### src/sctb_pkg.sv
// shared types and constants of the scrolling text cell buffer
`timescale 1ns / 1ps
`default_nettype none

package sctb_pkg;

  // store geometry, fixed by the field widths
  localparam int MAX_COLS  = 32;
  localparam int TEXT_ROWS = 8;

  // character codes
  localparam logic [7:0] CH_SPACE   = 8'h20;
  localparam logic [7:0] CH_QUERY   = 8'h3F;
  localparam logic [7:0] CH_NEWLINE = 8'h0A;

  // command codes on the input channel
  typedef enum logic [1:0] {
    CMD_PUT_CHAR   = 2'd0,
    CMD_SET_CURSOR = 2'd1,
    CMD_CLEAR      = 2'd2,
    CMD_DRAW       = 2'd3
  } cmd_t;

  // configuration register indexes
  typedef enum logic [1:0] {
    REG_COLUMNS     = 2'd0,
    REG_ROWS_IN_USE = 2'd1,
    REG_FIRST_PRINT = 2'd2,
    REG_LAST_PRINT  = 2'd3
  } reg_idx_t;

  // operations handed from front to back
  typedef enum logic [2:0] {
    OP_PUT_CHAR,
    OP_NEWLINE,
    OP_SET_CURSOR,
    OP_CLEAR,
    OP_DRAW
  } op_t;

  // effective configuration, already clamped to the legal range
  typedef struct packed {
    logic [5:0] cols;
    logic [3:0] rows;
    logic [7:0] first_print;
    logic [7:0] last_print;
  } cfg_t;

  // one queued operation
  typedef struct packed {
    op_t        op;
    logic [7:0] ch;
    logic [5:0] col;
    logic [2:0] row;
  } entry_t;

  // one drawn cell
  typedef struct packed {
    logic [7:0] pixel_x;
    logic [2:0] screen_row;
    logic [7:0] glyph;
    logic       last;
  } cell_out_t;

  localparam int Q_DEPTH = 2;

endpackage

`default_nettype wire

### src/scrolling_text_cell_buffer.sv
// top level of the scrolling text cell buffer
// put character: written from the idle state; newline or column wrap adds row reduction,
//   a blanking pass over the columns in use and, for a wrap, a write of the char
// draw row: after leaving the queue, row reduction, then cells one
//   per cycle through the registered read port, slowed only by out_tready
// clear and synchronous active-low reset: 256-cell sweep to spaces, in_tready low after reset
`timescale 1ns / 1ps
`default_nettype none

module scrolling_text_cell_buffer
  import sctb_pkg::*;
#(
  parameter int GLYPH_WIDTH = 6
) (
  input  wire logic        clk,
  input  wire logic        rst_n,
  // command channel
  input  wire logic        in_tvalid,
  output logic             in_tready,
  input  wire logic [23:0] in_tdata,   // char_code, cursor_col, cursor_row
  input  wire logic [1:0]  in_tuser,   // command
  // drawn cells
  output logic             out_tvalid,
  input  wire logic        out_tready,
  output logic [23:0]      out_tdata,  // pixel_x, screen_row, glyph
  output logic             out_tlast,
  // configuration writes
  input  wire logic        cfg_we,
  input  wire logic [1:0]  cfg_index,
  input  wire logic [7:0]  cfg_wdata
);

  // raw configuration registers
  logic [5:0] columns_r;
  logic [3:0] rows_r;
  logic [7:0] first_r;
  logic [7:0] last_r;

  cfg_t      cfg;
  logic      q_push;
  entry_t    q_entry;
  logic      q_full;
  logic      q_not_empty;
  logic      q_pop;
  entry_t    q_head;
  logic      init_busy;
  cell_out_t out_cell;

  always_ff @(posedge clk) begin
    if (!rst_n) begin
      columns_r <= 6'd21;
      rows_r    <= 4'd8;
      first_r   <= 8'd32;
      last_r    <= 8'd126;
    end else if (cfg_we) begin
      unique case (reg_idx_t'(cfg_index))
        REG_COLUMNS:     columns_r <= cfg_wdata[5:0];
        REG_ROWS_IN_USE: rows_r    <= cfg_wdata[3:0];
        REG_FIRST_PRINT: first_r   <= cfg_wdata;
        REG_LAST_PRINT:  last_r    <= cfg_wdata;
        default: begin
        end
      endcase
    end
  end

  // clamp columns and rows to 1..MAX
  always_comb begin
    cfg.first_print = first_r;
    cfg.last_print  = last_r;
    if (columns_r == '0) begin
      cfg.cols = 6'd1;
    end else if ({1'b0, columns_r} > 7'(MAX_COLS)) begin
      cfg.cols = 6'(MAX_COLS);
    end else begin
      cfg.cols = columns_r;
    end
    if (rows_r == '0) begin
      cfg.rows = 4'd1;
    end else if ({1'b0, rows_r} > 5'(TEXT_ROWS)) begin
      cfg.rows = 4'(TEXT_ROWS);
    end else begin
      cfg.rows = rows_r;
    end
  end

  // front: decode and classify, drop draws of rows not in use
  sctb_front u_front (
    .in_valid     (in_tvalid),
    .in_ready     (in_tready),
    .in_command   (in_tuser),
    .in_char_code (in_tdata[7:0]),
    .in_cursor_col(in_tdata[13:8]),
    .in_cursor_row(in_tdata[16:14]),
    .cfg          (cfg),
    .q_full       (q_full),
    .init_busy    (init_busy),
    .q_push       (q_push),
    .q_entry      (q_entry)
  );

  // decoupling queue
  sctb_queue u_queue (
    .clk       (clk),
    .rst_n     (rst_n),
    .push      (q_push),
    .push_entry(q_entry),
    .full      (q_full),
    .not_empty (q_not_empty),
    .pop       (q_pop),
    .head      (q_head)
  );

  // back: cursor, store and row drawing
  sctb_back #(
    .GLYPH_WIDTH(GLYPH_WIDTH)
  ) u_back (
    .clk      (clk),
    .rst_n    (rst_n),
    .cfg      (cfg),
    .q_valid  (q_not_empty),
    .q_head   (q_head),
    .q_pop    (q_pop),
    .init_busy(init_busy),
    .out_valid(out_tvalid),
    .out_ready(out_tready),
    .out_cell (out_cell)
  );

  assign out_tdata = {5'd0, out_cell.glyph, out_cell.screen_row, out_cell.pixel_x};
  assign out_tlast = out_cell.last;

endmodule

`default_nettype wire

### src/sctb_ram.sv
// generic single-port-write ram with registered read
`timescale 1ns / 1ps
`default_nettype none

module sctb_ram #(
  parameter int WIDTH = 8,
  parameter int DEPTH = 256
) (
  input  wire logic                                   clk,
  input  wire logic                                   we,
  input  wire logic [(DEPTH > 1 ? $clog2(DEPTH) : 1)-1:0] waddr,
  input  wire logic [WIDTH-1:0]                       wdata,
  input  wire logic                                   re,
  input  wire logic [(DEPTH > 1 ? $clog2(DEPTH) : 1)-1:0] raddr,
  output logic      [WIDTH-1:0]                       rdata
);

  logic [WIDTH-1:0] mem [DEPTH];

  always_ff @(posedge clk) begin
    if (we) begin
      mem[waddr] <= wdata;
    end
    if (re) begin
      rdata <= mem[raddr];
    end
  end

endmodule

`default_nettype wire

### src/sctb_front.sv
// front end: accepts commands and turns them into queued operations
`timescale 1ns / 1ps
`default_nettype none

module sctb_front
  import sctb_pkg::*;
(
  input  wire logic       in_valid,
  output logic            in_ready,
  input  wire logic [1:0] in_command,
  input  wire logic [7:0] in_char_code,
  input  wire logic [5:0] in_cursor_col,
  input  wire logic [2:0] in_cursor_row,
  input  wire cfg_t       cfg,
  input  wire logic       q_full,
  input  wire logic       init_busy,
  output logic            q_push,
  output entry_t          q_entry
);

  logic drop;
  logic row_over;

  assign row_over = {1'b0, in_cursor_row} >= cfg.rows;
  assign in_ready = !q_full && !init_busy;

  always_comb begin
    drop    = 1'b0;
    q_entry = '{op: OP_PUT_CHAR, ch: in_char_code, col: in_cursor_col, row: in_cursor_row};
    unique case (cmd_t'(in_command))
      CMD_PUT_CHAR: begin
        if (in_char_code == CH_NEWLINE) begin
          q_entry.op = OP_NEWLINE;
        end else if (in_char_code > cfg.last_print || in_char_code < cfg.first_print) begin
          q_entry.ch = CH_QUERY;
        end
      end
      CMD_SET_CURSOR: begin
        q_entry.op = OP_SET_CURSOR;
        if (row_over) begin
          q_entry.row = 3'(cfg.rows - 4'd1);
        end
      end
      CMD_CLEAR: begin
        q_entry.op = OP_CLEAR;
      end
      CMD_DRAW: begin
        q_entry.op = OP_DRAW;
        drop       = row_over;
      end
      default: begin
        drop = 1'b1;
      end
    endcase
  end

  assign q_push = in_valid && in_ready && !drop;

endmodule

`default_nettype wire

### src/sctb_queue.sv
// short operation queue between front and back
`timescale 1ns / 1ps
`default_nettype none

module sctb_queue
  import sctb_pkg::*;
(
  input  wire logic   clk,
  input  wire logic   rst_n,
  input  wire logic   push,
  input  wire entry_t push_entry,
  output logic        full,
  output logic        not_empty,
  input  wire logic   pop,
  output entry_t      head
);

  localparam int PW = (Q_DEPTH > 1) ? $clog2(Q_DEPTH) : 1;
  localparam int CW = $clog2(Q_DEPTH + 1);

  entry_t        slots_r [Q_DEPTH];
  logic [PW-1:0] wr_ptr_r;
  logic [PW-1:0] rd_ptr_r;
  logic [CW-1:0] count_r;

  assign full      = count_r == CW'(Q_DEPTH);
  assign not_empty = count_r != '0;
  assign head      = slots_r[rd_ptr_r];

  always_ff @(posedge clk) begin
    if (!rst_n) begin
      wr_ptr_r <= '0;
      rd_ptr_r <= '0;
      count_r  <= '0;
    end else begin
      if (push) begin
        slots_r[wr_ptr_r] <= push_entry;
        wr_ptr_r <= (wr_ptr_r == PW'(Q_DEPTH - 1)) ? '0 : wr_ptr_r + 1'b1;
      end
      if (pop) begin
        rd_ptr_r <= (rd_ptr_r == PW'(Q_DEPTH - 1)) ? '0 : rd_ptr_r + 1'b1;
      end
      if (push && !pop) begin
        count_r <= count_r + 1'b1;
      end else if (pop && !push) begin
        count_r <= count_r - 1'b1;
      end
    end
  end

endmodule

`default_nettype wire

### src/sctb_back.sv
// back end: cursor, cell store sequencing and row drawing
`timescale 1ns / 1ps
`default_nettype none

module sctb_back
  import sctb_pkg::*;
#(
  parameter int GLYPH_WIDTH = 6
) (
  input  wire logic   clk,
  input  wire logic   rst_n,
  input  wire cfg_t   cfg,
  input  wire logic   q_valid,
  input  wire entry_t q_head,
  output logic        q_pop,
  output logic        init_busy,
  output logic        out_valid,
  input  wire logic   out_ready,
  output cell_out_t   out_cell
);

  localparam int CELLS = MAX_COLS * TEXT_ROWS;
  localparam int AW    = (CELLS > 1) ? $clog2(CELLS) : 1;
  localparam logic [AW-1:0] COLS_A = AW'(MAX_COLS);
  localparam logic [AW-1:0] LAST_A = AW'(CELLS - 1);

  typedef enum logic [2:0] {
    ST_SWEEP,
    ST_IDLE,
    ST_MOD,
    ST_BLANK,
    ST_PUT_FIRST,
    ST_DRAW
  } state_t;

  state_t        state_r;
  logic          init_r;
  logic [AW-1:0] sweep_r;
  logic [5:0]    cur_col_r;
  logic [2:0]    cur_row_r;
  logic [3:0]    mod_r;
  logic          mod_draw_r;
  logic          has_ch_r;
  logic [7:0]    put_ch_r;
  logic [2:0]    draw_row_r;
  logic [2:0]    src_r;
  logic [5:0]    x_r;
  logic          pend_r;
  logic [5:0]    pend_x_r;
  logic          pend_last_r;
  logic [2:0]    pend_row_r;
  logic          out_valid_r;
  cell_out_t     out_cell_r;

  logic          ram_we;
  logic [AW-1:0] ram_waddr;
  logic [7:0]    ram_wdata;
  logic          ram_re;
  logic [AW-1:0] ram_raddr;
  logic [7:0]    ram_rdata;
  logic          move;
  logic          go;
  logic          col_wrap;
  logic          x_last;

  function automatic logic [AW-1:0] cell_addr(input logic [2:0] row, input logic [5:0] col);
    cell_addr = AW'(AW'(row) * COLS_A + AW'(col));
  endfunction

  assign move     = pend_r && (!out_valid_r || out_ready);
  assign go       = !pend_r || move;
  assign col_wrap = cur_col_r >= cfg.cols;
  assign x_last   = x_r == cfg.cols - 6'd1;
  assign q_pop    = (state_r == ST_IDLE) && q_valid;

  always_comb begin
    ram_we    = 1'b0;
    ram_waddr = cell_addr(cur_row_r, x_r);
    ram_wdata = CH_SPACE;
    unique case (state_r)
      ST_SWEEP: begin
        ram_we    = 1'b1;
        ram_waddr = sweep_r;
      end
      ST_IDLE: begin
        if (q_valid && q_head.op == OP_PUT_CHAR && !col_wrap) begin
          ram_we    = 1'b1;
          ram_waddr = cell_addr(cur_row_r, cur_col_r);
          ram_wdata = q_head.ch;
        end
      end
      ST_BLANK: begin
        ram_we = 1'b1;
      end
      ST_PUT_FIRST: begin
        ram_we    = 1'b1;
        ram_waddr = cell_addr(cur_row_r, 6'd0);
        ram_wdata = put_ch_r;
      end
      default: begin
        ram_we = 1'b0;
      end
    endcase
  end

  assign ram_re    = (state_r == ST_DRAW) && go;
  assign ram_raddr = cell_addr(src_r, x_r);

  sctb_ram #(
    .WIDTH(8),
    .DEPTH(CELLS)
  ) u_cells (
    .clk  (clk),
    .we   (ram_we),
    .waddr(ram_waddr),
    .wdata(ram_wdata),
    .re   (ram_re),
    .raddr(ram_raddr),
    .rdata(ram_rdata)
  );

  always_ff @(posedge clk) begin
    if (!rst_n) begin
      state_r     <= ST_SWEEP;
      init_r      <= 1'b1;
      sweep_r     <= '0;
      cur_col_r   <= '0;
      cur_row_r   <= '0;
      pend_r      <= 1'b0;
      out_valid_r <= 1'b0;
    end else begin
      // read pipeline: ram output to output register
      if (move) begin
        out_valid_r           <= 1'b1;
        out_cell_r.pixel_x    <= 8'(32'(pend_x_r) * GLYPH_WIDTH);
        out_cell_r.screen_row <= pend_row_r;
        out_cell_r.glyph      <= ram_rdata;
        out_cell_r.last       <= pend_last_r;
      end else if (out_ready) begin
        out_valid_r <= 1'b0;
      end
      if (ram_re) begin
        pend_r      <= 1'b1;
        pend_x_r    <= x_r;
        pend_last_r <= x_last;
        pend_row_r  <= draw_row_r;
      end else if (move) begin
        pend_r <= 1'b0;
      end

      unique case (state_r)
        ST_SWEEP: begin
          sweep_r <= sweep_r + 1'b1;
          if (sweep_r == LAST_A) begin
            init_r  <= 1'b0;
            state_r <= ST_IDLE;
          end
        end
        ST_IDLE: begin
          if (q_valid) begin
            unique case (q_head.op)
              OP_PUT_CHAR: begin
                if (col_wrap) begin
                  mod_r      <= {1'b0, cur_row_r} + 4'd1;
                  mod_draw_r <= 1'b0;
                  has_ch_r   <= 1'b1;
                  put_ch_r   <= q_head.ch;
                  state_r    <= ST_MOD;
                end else begin
                  cur_col_r <= cur_col_r + 6'd1;
                end
              end
              OP_NEWLINE: begin
                mod_r      <= {1'b0, cur_row_r} + 4'd1;
                mod_draw_r <= 1'b0;
                has_ch_r   <= 1'b0;
                state_r    <= ST_MOD;
              end
              OP_SET_CURSOR: begin
                cur_row_r <= q_head.row;
                cur_col_r <= q_head.col;
              end
              OP_CLEAR: begin
                sweep_r <= '0;
                state_r <= ST_SWEEP;
              end
              OP_DRAW: begin
                mod_r      <= {1'b0, cur_row_r} + {1'b0, q_head.row} + 4'd1;
                mod_draw_r <= 1'b1;
                draw_row_r <= q_head.row;
                state_r    <= ST_MOD;
              end
              default: begin
                state_r <= ST_IDLE;
              end
            endcase
          end
        end
        ST_MOD: begin
          // reduce modulo rows in use by repeated subtraction
          if (mod_r >= cfg.rows) begin
            mod_r <= mod_r - cfg.rows;
          end else if (mod_draw_r) begin
            src_r   <= mod_r[2:0];
            x_r     <= '0;
            state_r <= ST_DRAW;
          end else begin
            cur_row_r <= mod_r[2:0];
            cur_col_r <= '0;
            x_r       <= '0;
            state_r   <= ST_BLANK;
          end
        end
        ST_BLANK: begin
          x_r <= x_r + 6'd1;
          if (x_last) begin
            state_r <= has_ch_r ? ST_PUT_FIRST : ST_IDLE;
          end
        end
        ST_PUT_FIRST: begin
          cur_col_r <= 6'd1;
          state_r   <= ST_IDLE;
        end
        ST_DRAW: begin
          if (go) begin
            x_r <= x_r + 6'd1;
            if (x_last) begin
              state_r <= ST_IDLE;
            end
          end
        end
        default: begin
          state_r <= ST_IDLE;
        end
      endcase
    end
  end

  assign init_busy = init_r;
  assign out_valid = out_valid_r;
  assign out_cell  = out_cell_r;

endmodule

`default_nettype wire

### config.mk
export PLATFORM = sky130hd
export DESIGN_NAME = scrolling_text_cell_buffer
export DESIGN_NICKNAME = d
export VERILOG_FILES = /design/src/sctb_pkg.sv /design/src/scrolling_text_cell_buffer.sv /design/src/sctb_ram.sv /design/src/sctb_front.sv /design/src/sctb_queue.sv /design/src/sctb_back.sv
export SDC_FILE = /design/constraint.sdc
export NUM_CORES = 2
export LEC_CHECK = 0
export BUFFER_PORTS_ARGS = -buffer_cell sky130_fd_sc_hd__clkbuf_2
export CELL_PAD_IN_SITES_DETAIL_PLACEMENT = 0
export CELL_PAD_IN_SITES_GLOBAL_PLACEMENT = 1
export CORE_MARGIN = 1.5
export CORE_UTILIZATION = 51
export DETAILED_ROUTE_END_ITERATION = 10
export MAX_ROUTING_LAYER = met4
export PLACE_DENSITY = 0.82
export SYNTH_ARGS = -nofsm -noshare
export SYNTH_HDL_FRONTEND = slang
export SYNTH_SLANG_ARGS = --single-unit
### constraint.sdc
create_clock -name clk -period 14.6 [get_ports clk]
set_clock_uncertainty 0.05 [all_clocks]
set_input_delay 1.46 -clock clk [delete_from_list [all_inputs] [get_ports clk]]
set_output_delay 1.46 -clock clk [all_outputs]
set_load 0.01 [all_outputs]
==> Word level (Yosys, flattened, before mapping) <==
Memory sizes are Yosys's and may differ from the RTL's. A register that Yosys moved wholly into a read port is not among the register bits.
Cells that the tools add are included.
{ "op_classes": {"bitwise_logic": 1, "n_reduce_logical": 57, "multipliers": 1, "eq_ne": 35, "magnitude_cmp": 7, "n_mux": 70, "n_addsub": 16} }
{ "ops": {"columns": ["operator", "count"], "rows": [
  ["8-bit 2-to-1 mux", 7],
  ["6-bit 2-to-1 mux", 8],
  ["3-bit 2-to-1 mux", 15],
  ["6-bit case mux with 3 select lines", 2],
  ["8-bit case mux with 2 select lines", 2],
  ["8-bit by 6-bit adder with 8-bit output", 3],
  ["3-bit case mux with 4 select lines", 2],
  ["8-bit case mux with 3 select lines", 1],
  ["4-bit 2-to-1 mux", 5],
  ["5-bit AND reduction", 4],
  ["1-bit 2-to-1 mux", 18],
  ["3-bit case mux with 5 select lines", 1],
  ["2-bit by 1-bit != test with 1-bit output, second input constant", 7],
  ["2-bit AND reduction", 7],
  ["2-bit nonzero test", 7],
  ["6-bit by 1-bit adder with 6-bit output, second input constant", 2],
  ["3-bit by 2-bit == test with 1-bit output, second input constant", 4],
  ["4-bit case mux with 3 select lines", 1],
  ["6-bit case mux with 2 select lines", 1],
  ["4-bit AND reduction", 3],
  ["6-bit AND reduction", 2],
  ["2-bit == test, second input constant", 5],
  ["1-bit logical AND", 10],
  ["2-bit != test, second input constant", 5],
  ["other kinds (44)", 65]
]} }
{ "totals": {"register_bits": 108, "ram_bits": 2088, "output_inout_bits": 27, "n_memories": 2} }
{ "mem_list": {"columns": ["memory", "words", "word_bits", "read_ports", "rd_clocked_by_memory_dff", "wr", "line_no", "text"], "rows": [
  ["u_back.u_cells.mem", 256, 8, 1, 1, 1, "sctb_ram.sv:18", "logic [WIDTH-1:0] mem [DEPTH];"],
  ["u_queue.slots_r", 2, 20, 1, 1, 1, "sctb_queue.sv:21", "entry_t slots_r [Q_DEPTH];"]
]} }

==> Logic depth before layout (Yosys ltp) <==
{ "depth": {"word_depth": 11, "mapped_depth": 14, "ltp_nobuf": 13} }

==> Hierarchy <==
From an unflattened synthesis, not the netlist that was laid out.
{ "unflattened": {"cells_unflattened": 4478, "hier_area_um2": 87831.7} }
{ "by_module_without_submodules": {"columns": ["mod", "instances", "seq_area_each_um2", "cells_per_inst", "area_per_inst_um2"], "rows": [
  ["sctb_ram", 1, 61739.2, 3733, 79636.4],
  ["sctb_back", 1, 2112.0, 431, 4569.4],
  ["sctb_queue", 1, 1301.2, 85, 1660.3],
  ["scrolling_text_cell_buffer", 1, 520.5, 129, 1203.7],
  ["sctb_front", 1, 0.0, 100, 762.0]
]} }

==> Worst setup path after synthesis <==
No wires, ideal clock.
{ "synth_timing": {"kind": "flip-flop to flip-flop", "start": "register columns_r[2]", "end": "memory u_back.u_cells.mem[0][5] (data pin)", "required_ns": 12.362, "t_arrival_ns": 11.550, "path_slack_ns": 0.813, "path_stages_with_launch": 10, "synth_period_minus_slack_ns": 13.787, "n_path_buf": 0, "setup_ns": 2.188, "path_cell_list": "dfxtp_1 > nor4_1 > o21ai_0 > inv_1 > ha_1 > nand2b_1 > a31oi_1 > o21ai_2 > nor4_1 > o21ai_0"} }
{ "synth_between": {"elab_chain_cells": 8, "elab_cells_between_ends": 9} }
{ "synth_rtl": {"columns": ["item", "line_no", "text"], "rows": [
  ["from (decl)", "scrolling_text_cell_buffer.sv:34", "logic [5:0] columns_r;"],
  ["from (signal assigned)", "scrolling_text_cell_buffer.sv:57", "REG_COLUMNS: columns_r <= cfg_wdata[5:0];"],
  ["6-bit greater-than comparator", "scrolling_text_cell_buffer.sv:73", "end else if ({1'b0, columns_r} > 7'(MAX_COLS)) begin"],
  ["6-bit 2-to-1 mux", "scrolling_text_cell_buffer.sv:73", null],
  ["6-bit 2-to-1 mux *", "scrolling_text_cell_buffer.sv:71", "if (columns_r == '0) begin"],
  ["6-bit >= comparator *", "sctb_back.sv:72", "assign col_wrap = cur_col_r >= cfg.cols;"],
  ["1-bit logical NOT *", "sctb_back.sv:86", "if (q_valid && q_head.op == OP_PUT_CHAR && !col_wrap) begin"],
  ["1-bit logical AND *", "sctb_back.sv:86", null],
  ["8-bit 2-to-1 mux *", "sctb_back.sv:86", null],
  ["8-bit case mux with 2 select lines *", "sctb_back.sv:80", "unique case (state_r)"],
  ["via u_back.ram_wdata[5]", "sctb_back.sv:57", "logic [7:0] ram_wdata;"],
  ["to (decl)", "sctb_ram.sv:18", null]
]} }
Mark *: on every way through the listed nets, which the timed path passes. The rest lies on a longest branch.

==> Worst setup path in the final report <==
{ "layout_timing": {"start": "register columns_r[1]", "end": "memory u_back.u_cells.mem[110][0] (data pin)"} }
Same word-level chain as after synthesis.

==> results.txt <==
DRC viols: 0
Setup crit start kind: flop
R2R Path Start: columns_r[1]
Crit path largest cell delay: 0.88 ns
Max Clk Rate: 172 MHz
RSZ-0062 raised after global routing: false
TritonCTS clock tree: built
Worst-path clk slew: 0.06 ns
# setup viols final: 0
Synth Register Bits: 2205
Worst setup EP type: flop
Cell taking the most area after synthesis: edfxtp_1
Crit Path Class: flop to flop
Routed vias: 43600
First-pass GRT wire length: 296000 um
PortBufs: 54
Crit path launch: columns_r[1]
Post-Route Setup TNS: 0 ns
# Max-Cap Violations: 0
Worst-case clock buffer depth: 3
Post-Synthesis Cells: 4154
Post_cts resized: 0
LEAKAGE: 27.9 nW
Clk Latency, worst-skew pair: 0.88 ns
Synth top area share: 0.733
Seq. cell area: 65700 sq um
Slowest-stage cell, CP: buf_4
Hold Buf Count CTS: 0
GPL Wtd Cong: 0.828
Area delta synth->final: 11.7%
Vias/cell: 6.37
Most common cell after layout, fill and taps aside: edfxtp_1
Post-synth ARST share: 0
Routed length per placed instance: 29.4 um
Vias in the first global route: 43800
Tightest Pin Transition: 1.38 ns
H-tree depth: 4
# clock sinks: 2205
Die extent in x: 419 um
Diodes inserted: 0
Nets: 4453
Initial Util: 0.514
Status: complete, no violations
Crit path max fanout: 89
HPWL Detailed: 116000 um
Mapped cell area: 88100 sq um
Cell mode on critical path: buf_4
Worst path arrival time: 6.25 ns
CTS Buf Count: 210
Synth warn: 0
Max Slew Vio Count: 0
# fillers: 12200
Die area: 175000 sq um
Antenna Nets Post-Route: 0
Post-synthesis sequential area ratio: 0.745
Initial antenna violation count: 1
# IOs: 68
Global route overflow: 0
Min-Delay Path Class: flop to flop
Fin. Hold Viols: 0
Final wirelength: 201000 um
Post-CTS Setup Bufs: 0
Drt first pass iters: 5
DRC marker count from the first detailed-route iteration: 5376
Worst EP required: 15.05 ns
Layout cells sized above 1: 0.284
Commonest cells after routing, fill and taps aside: 2151 x edfxtp_1, 624 x mux4_2, 211 x clkbuf_16, 199 x buf_4, 135 x nor3_1
Post-synth EDFFs: 2151
WHS: 0.340 ns
GR Util All Layers: 0.238
Worst vdd ir: 0.000182 V
Die Height: 419 um
Synth cell types: 86
Synth area leaders: edfxtp_1 73%, mux4_2 16%, dfxtp_1 1.2%, nor3_1 0.78%, ha_1 0.75%
Largest net degree at the start of global routing: 197
Fin crit share: 0.398
Max-slew headroom: 0.0735
Core ar.: 172000 sq um
Crit path cell chain: nor4_1, o21ai_0, inv_1, ha_1, nand2b_1, a31oi_1, o21ai_2, nor2_1, buf_4, a32o_4, buf_4, buf_4
Kind of cell adding the most delay to the critical path: buffers and inverters
Row cnt: 152
Mean post-synth cell area: 21.2 sq um
Hold Crit Start: u_back.u_cells.rdata[6]
Clock Tree Root: clkbuf_16
Top FF cell, synth: edfxtp_1
Tmin final: 5.80 ns
Pwr/cell area: 149 nW/um^2
Multi-input combinational cell area: 21100 sq um
WP buf/inv: 4
-- path summary, 6_finish.rpt --
path                                                    to  slack (ns)  cells after the start
worst max-delay path            u_back.u_cells.mem[110][0]        8.80                     12
worst min-delay path                    u_back.out_cell[7]        0.34                      0
worst max register to register  u_back.u_cells.mem[110][0]        8.80                     12
worst min register to register          u_back.out_cell[7]        0.34                      0
-- layer usage --
metal	track usage	share of wire	wire length (um)	vias up
met2	0.372	0.49	99200	2198
met5	-	0	0	-
li1	-	-	-	17900
met3	0.0431	0.087	17500	318
met1	0.326	0.39	79300	23100
met4	0.0653	0.025	5110	0
-- cells by family after synthesis --
logic type / count (synthesis) / synth area share
AO/OA/AOI/OAI: 288 / 0.0233
buffers and inverters: 329 / 0.0182
XOR/XNOR: 36 / 0.00358
AND/OR/NAND/NOR: 568 / 0.0360
multiplexers: 671 / 0.165
flip-flops: 2205 / 0.745
other: 1 / 0.0000426
adder cells (fa/ha/maj): 56 / 0.00821
-- layout make-up --
class	count	area share
timing repair buffer	263	0.0196
multi-input combinational	1625	0.214
inverter	51	0.00195
clock inverter	127	0.0121
tap	2310	0.0294
clock buffer	258	0.0555
sequential	2205	0.667
-- worst reg2reg max path, stage by stage, from the launching register on --
cell and delay (ns):
dfxtp_1 0.34, nor4_1 0.35, o21ai_0 0.24, inv_1 0.10
ha_1 0.22, nand2b_1 0.15, a31oi_1 0.26, o21ai_2 0.20
nor2_1 0.47, buf_4 0.27, a32o_4 0.83, buf_4 1.04
buf_4 0.91
-- Yosys cell counts (4+ instances only) --
library cell  number
edfxtp_1        2151
mux4_2           624
nor3_1           137
clkbuf_1         109
nand2_1          109
nor2_1            80
buf_2             75
nor4_1            70
nor3_2            61
a21oi_1           60
dfxtp_1           54
ha_1              53
a22oi_1           50
inv_1             48
buf_1             45
o21ai_0           32
mux2i_1           28
buf_6             25
buf_4             24
nand3_1           20
xnor2_1           20
mux2_2            18
xor2_1            16
a21o_1            15
nand2b_1          15
o21a_1            13
nand4_1           12
nor2b_1           12
a22o_1            11
or3_1             11
a221oi_1          10
a31oi_1           10
o211ai_1          10
a32o_1             9
a211oi_1           8
and2_1             8
and3_1             8
o221ai_1           7
a2111oi_0          4
a211o_1            4
o21ai_1            4
o22ai_1            4
o31ai_1            4
-- stage by stage --
step / cells / instance area [sq um] / utilization / setup WS, ns / total power, mW
finish: 6839 / 98400 / 0.574 / 8.80 / 14.7
CTS: 6833 / 98300 / 0.573 / 8.90 / 14.7
detailed placement: 6448 / 91700 / 0.535 / 8.90 / 9.49
global placement: 6448 / 91700 / 0.535 / 9.13 / 9.46
floorplan: 4159 / 88100 / - / 0.813 / 8.63
global route: 6839 / 98400 / 0.574 / 8.47 / 15.0
-- power breakdown --
part	switching, mW	internal, mW	total, mW
Clock	2.36	2.88	5.24
Sequential	0.0510	7.16	7.21
Combinational	1.69	0.503	2.20
Total	4.11	10.5	14.7
-- sequential cells by signal (all words and copies together) (netlist names), 2 cells and up, named ones only --
signal / count
u_queue.count_r: 2
first_r: 8
u_back.cur_row_r: 3
u_back.mod_r: 4
u_back.x_r: 6
u_back.put_ch_r: 8
u_back.draw_row_r: 3
u_back.u_cells.rdata: 8
u_back.src_r: 3
u_back.cur_col_r: 6
rows_r: 4
u_back.state_r: 3
u_back.out_cell: 19
u_back.pend_row_r: 3
columns_r: 6
u_back.sweep_r: 8
u_queue.slots_r: 40
last_r: 8
u_back.u_cells.mem: 2048
u_back.pend_x_r: 6
Power figures use the tool's default switching activity.
